==> config.mk <==
export PLATFORM = sky130hd
export DESIGN_NAME = dss_ram
export DESIGN_NICKNAME = d
export VERILOG_FILES = /design/src/rtl/dss_ram.sv
export SDC_FILE = /design/constraint.sdc
export NUM_CORES = 1
export LEC_CHECK = 0
export ABC_AREA = 1
export ABC_CLOCK_PERIOD_IN_PS = 2700
export BUFFER_PORTS_ARGS = -buffer_cell sky130_fd_sc_hd__buf_4
export CAP_MARGIN = 20
export CORE_MARGIN = 3
export CORE_UTILIZATION = 60
export DETAILED_ROUTE_END_ITERATION = 6
export GPL_TIMING_DRIVEN = 0
export HOLD_SLACK_MARGIN = 0.08
export PLACE_DENSITY = 0.78
export SYNTH_ARGS = -nofsm -noshare
export SYNTH_HDL_FRONTEND = slang
export SYNTH_SLANG_ARGS = --single-unit
==> constraint.sdc <==
create_clock -name clk -period 2.7 [get_ports clk]
set_input_delay 0 -clock clk [delete_from_list [all_inputs] [get_ports clk]]
set_output_delay 0 -clock clk [all_outputs]
set_load 0.03 [all_outputs]
==> src/rtl/dss_ram.sv <==
// generic single-port-write, registered-read ram
module dss_ram #(
  parameter int WIDTH = 8,
  parameter int DEPTH = 16
) (
  input  logic                     clk,
  input  logic                     we,
  input  logic [$clog2(DEPTH)-1:0] waddr,
  input  logic [WIDTH-1:0]         wdata,
  input  logic [$clog2(DEPTH)-1:0] raddr,
  output logic [WIDTH-1:0]         rdata
);
  logic [WIDTH-1:0] mem [DEPTH];
  logic [WIDTH-1:0] rdata_r;

  // write port and registered read
  always_ff @(posedge clk) begin
    if (we) begin
      mem[waddr] <= wdata;
    end
    rdata_r <= mem[raddr];
  end

  assign rdata = rdata_r;
endmodule
==> flow_summary.json <==
{
  "status": "completed",
  "leakage_uw": 0.00297,
  "worst_pin_slew_ns": 0.892,
  "yosysUniqueCellTypes": 12,
  "cp-start-kind": "primary input",
  "slowest_delay_ns": 0.55,
  "chipHeight_um": 104,
  "grt_pass1_vias": 3946,
  "ios": 26,
  "ys_ff_latch": 136,
  "cp_slowest_cell": "dlygate4sd3_1",
  "nFillCells": 646,
  "maxCapViolations": 0,
  "core_area_um2": 9280,
  "viasPerCell": 5.43,
  "diodes": 0,
  "setup_viol": 0,
  "grt_max_degree": 17,
  "cts.repair.resized": 0,
  "drc": 0,
  "globalRouteTotalUtil": 0.270,
  "multi_input_area_um2": 1210,
  "place_congestion": 0.888,
  "dpl.hpwl_mm": 8.80,
  "clockBufferDepth": 2,
  "arrival_ns": 2.07,
  "hold_viol": 0,
  "power_density_nw_per_um2": 752,
  "h-tree-depth": 4,
  "antenna_found_initial": 0,
  "clkSinkCount": 136,
  "synth_top_area_frac": 0.667,
  "start_util": 0.621,
  "avgRoutedWirePerCell_um": 18.7,
  "synth.avg_cell_area_um2": 10.5,
  "final_cells": 746,
  "clkTransAtPathRegs_ns": 0.06,
  "yosys_warnings": 0,
  "cts_tree": "built",
  "skew_ns": 0.00573,
  "layout.nets": 622,
  "ant_nets": 0,
  "gr-total-overflow": 0,
  "area_growth_pct": 18.4,
  "drt_wl_total_mm": 13.9,
  "r2r_setup_slack_ns": 1.15,
  "vdd_ir_drop_max_mv": 0.449,
  "crit_type": "primary input to flop",
  "drt_first_pass_iters": 5,
  "endpoint_kind": "flop",
  "yosysTopAreaCell": "edfxtp_1",
  "setup_tns_ns": 0,
  "final_common_cell": "nand2_1",
  "dpl.cell_count": 702,
  "num_vias": 4050,
  "min_period_over_period": 0.615,
  "yosys-top-cells-area": "edfxtp_1 (67%), nand2_1 (11%), nand3_1 (8.4%)",
  "die-area_um2": 10800,
  "cts_made_buffers": 17,
  "rsz0062_at_grt": "false",
  "final_layout_size_suffix_gt1_frac": 0.128,
  "critical_path.cell_chain": "dlygate4sd3_1 > buf_2 > inv_1 > buf_4 > nand3_1 > nand3_1 > nand2_1 > dlygate4sd3_1",
  "relSlewSlack": 0.403,
  "fin_crit_ns": 1.66,
  "cts-root-buf": "clkbuf_8",
  "final-seq-area_um2": 4000,
  "critPathRequiredTime_ns": 3.11,
  "netlist_instances": 551,
  "finalMaxSlewViolations": 0,
  "fmax_ghz": 0.603,
  "hold_path.class": "primary input to flop",
  "grt_pass1_wl_mm": 21.7,
  "die_w_um": 104,
  "synth_area_um2": 5770,
  "crit_fanout": 10,
  "first_iter_violations": 490,
  "num_rows": 35,
  "clkLatencyLatePin_ns": 0.52,
  "syn_nets": 569,
  "port_buffers": 22,
  "layout_common_cells": "nand2_1 (173), edfxtp_1 (128), inv_1 (100)",
  "yosysSeqAreaShare": 0.694
}
state kept, by name (all words and copies together), names as in the netlist:
signal	flops
mem	128
rdata	8
power breakdown:
part / total [µW] / leakage, µW / switching (µW) / internal [µW]
sequential: 2370 / 0.00122 / 13.4 / 2360
clock: 2400 / 0.000294 / 896 / 1500
combinational: 364 / 0.00146 / 247 / 117
total: 5140 / 0.00297 / 1160 / 3980
worst paths after layout:
kind | from | endpoint | cells past startpoint
max | raddr[2] | rdata[3] | 8
min | waddr[3] | mem[3][3] | 4
max reg2reg | mem[1][3] | rdata[3] | 7
min reg2reg | mem[11][2] | rdata[2] | 6
layout make-up:
class	instances	area share
Inverter	102	0.0561
Tap cell	129	0.0236
Clock buffer	17	0.0606
Timing Repair Buffer	34	0.0418
Sequential cell	136	0.586
Buffer	24	0.0244
Clock inverter	15	0.0295
Multi-Input combinational cell	289	0.178
synth_stat cells:
master and n:
buf_1 1, buf_2 13, buf_4 4, buf_6 6, dfxtp_1 8, edfxtp_1 128, inv_1 100, inv_2 2
nand2_1 173, nand3_1 97, nand3b_1 2, nor2_1 17
stage by stage:
step	hold WS, ns	power (µW)	area [µm²]	utilization	worst slack [ns]
after floorplan	0.0989	2610	5770	-	1.75
after global placement	0.344	2740	6090	0.656	1.25
after detailed placement	0.357	2760	6090	0.656	1.21
after CTS	0.0834	5130	6830	0.736	1.09
after global routing	0.124	5280	6830	0.736	1.04
final	0.0840	5140	6830	0.736	1.04
kinds of logic after synthesis:
| logic type | synth area share |
|---|---|
| AND/OR/NAND/NOR | 0.210 |
| flip-flops | 0.694 |
| buffers and inverters | 0.0952 |
worst max-delay path, delay by kind of cell:
kind	cells	cell delay (ns)
and+or+nand+nor	3	0.33
buffers and inverters	5	1.75
layer usage:
layer	up-vias	share of wire	GRT usage
met2	256	0.46	0.416
met3	33	0.12	0.0714
met5	-	0	0
met1	1883	0.40	0.376
li1	1878	-	-
met4	0	0.020	0.0969
timing repair:
action	4_1_cts	5_1_grt
setup buffers	0	0
hold buffers	12	0
hold endpoints to repair	136	0
setup endpoints to repair	0	0
(Power assumes the default switching activity.)
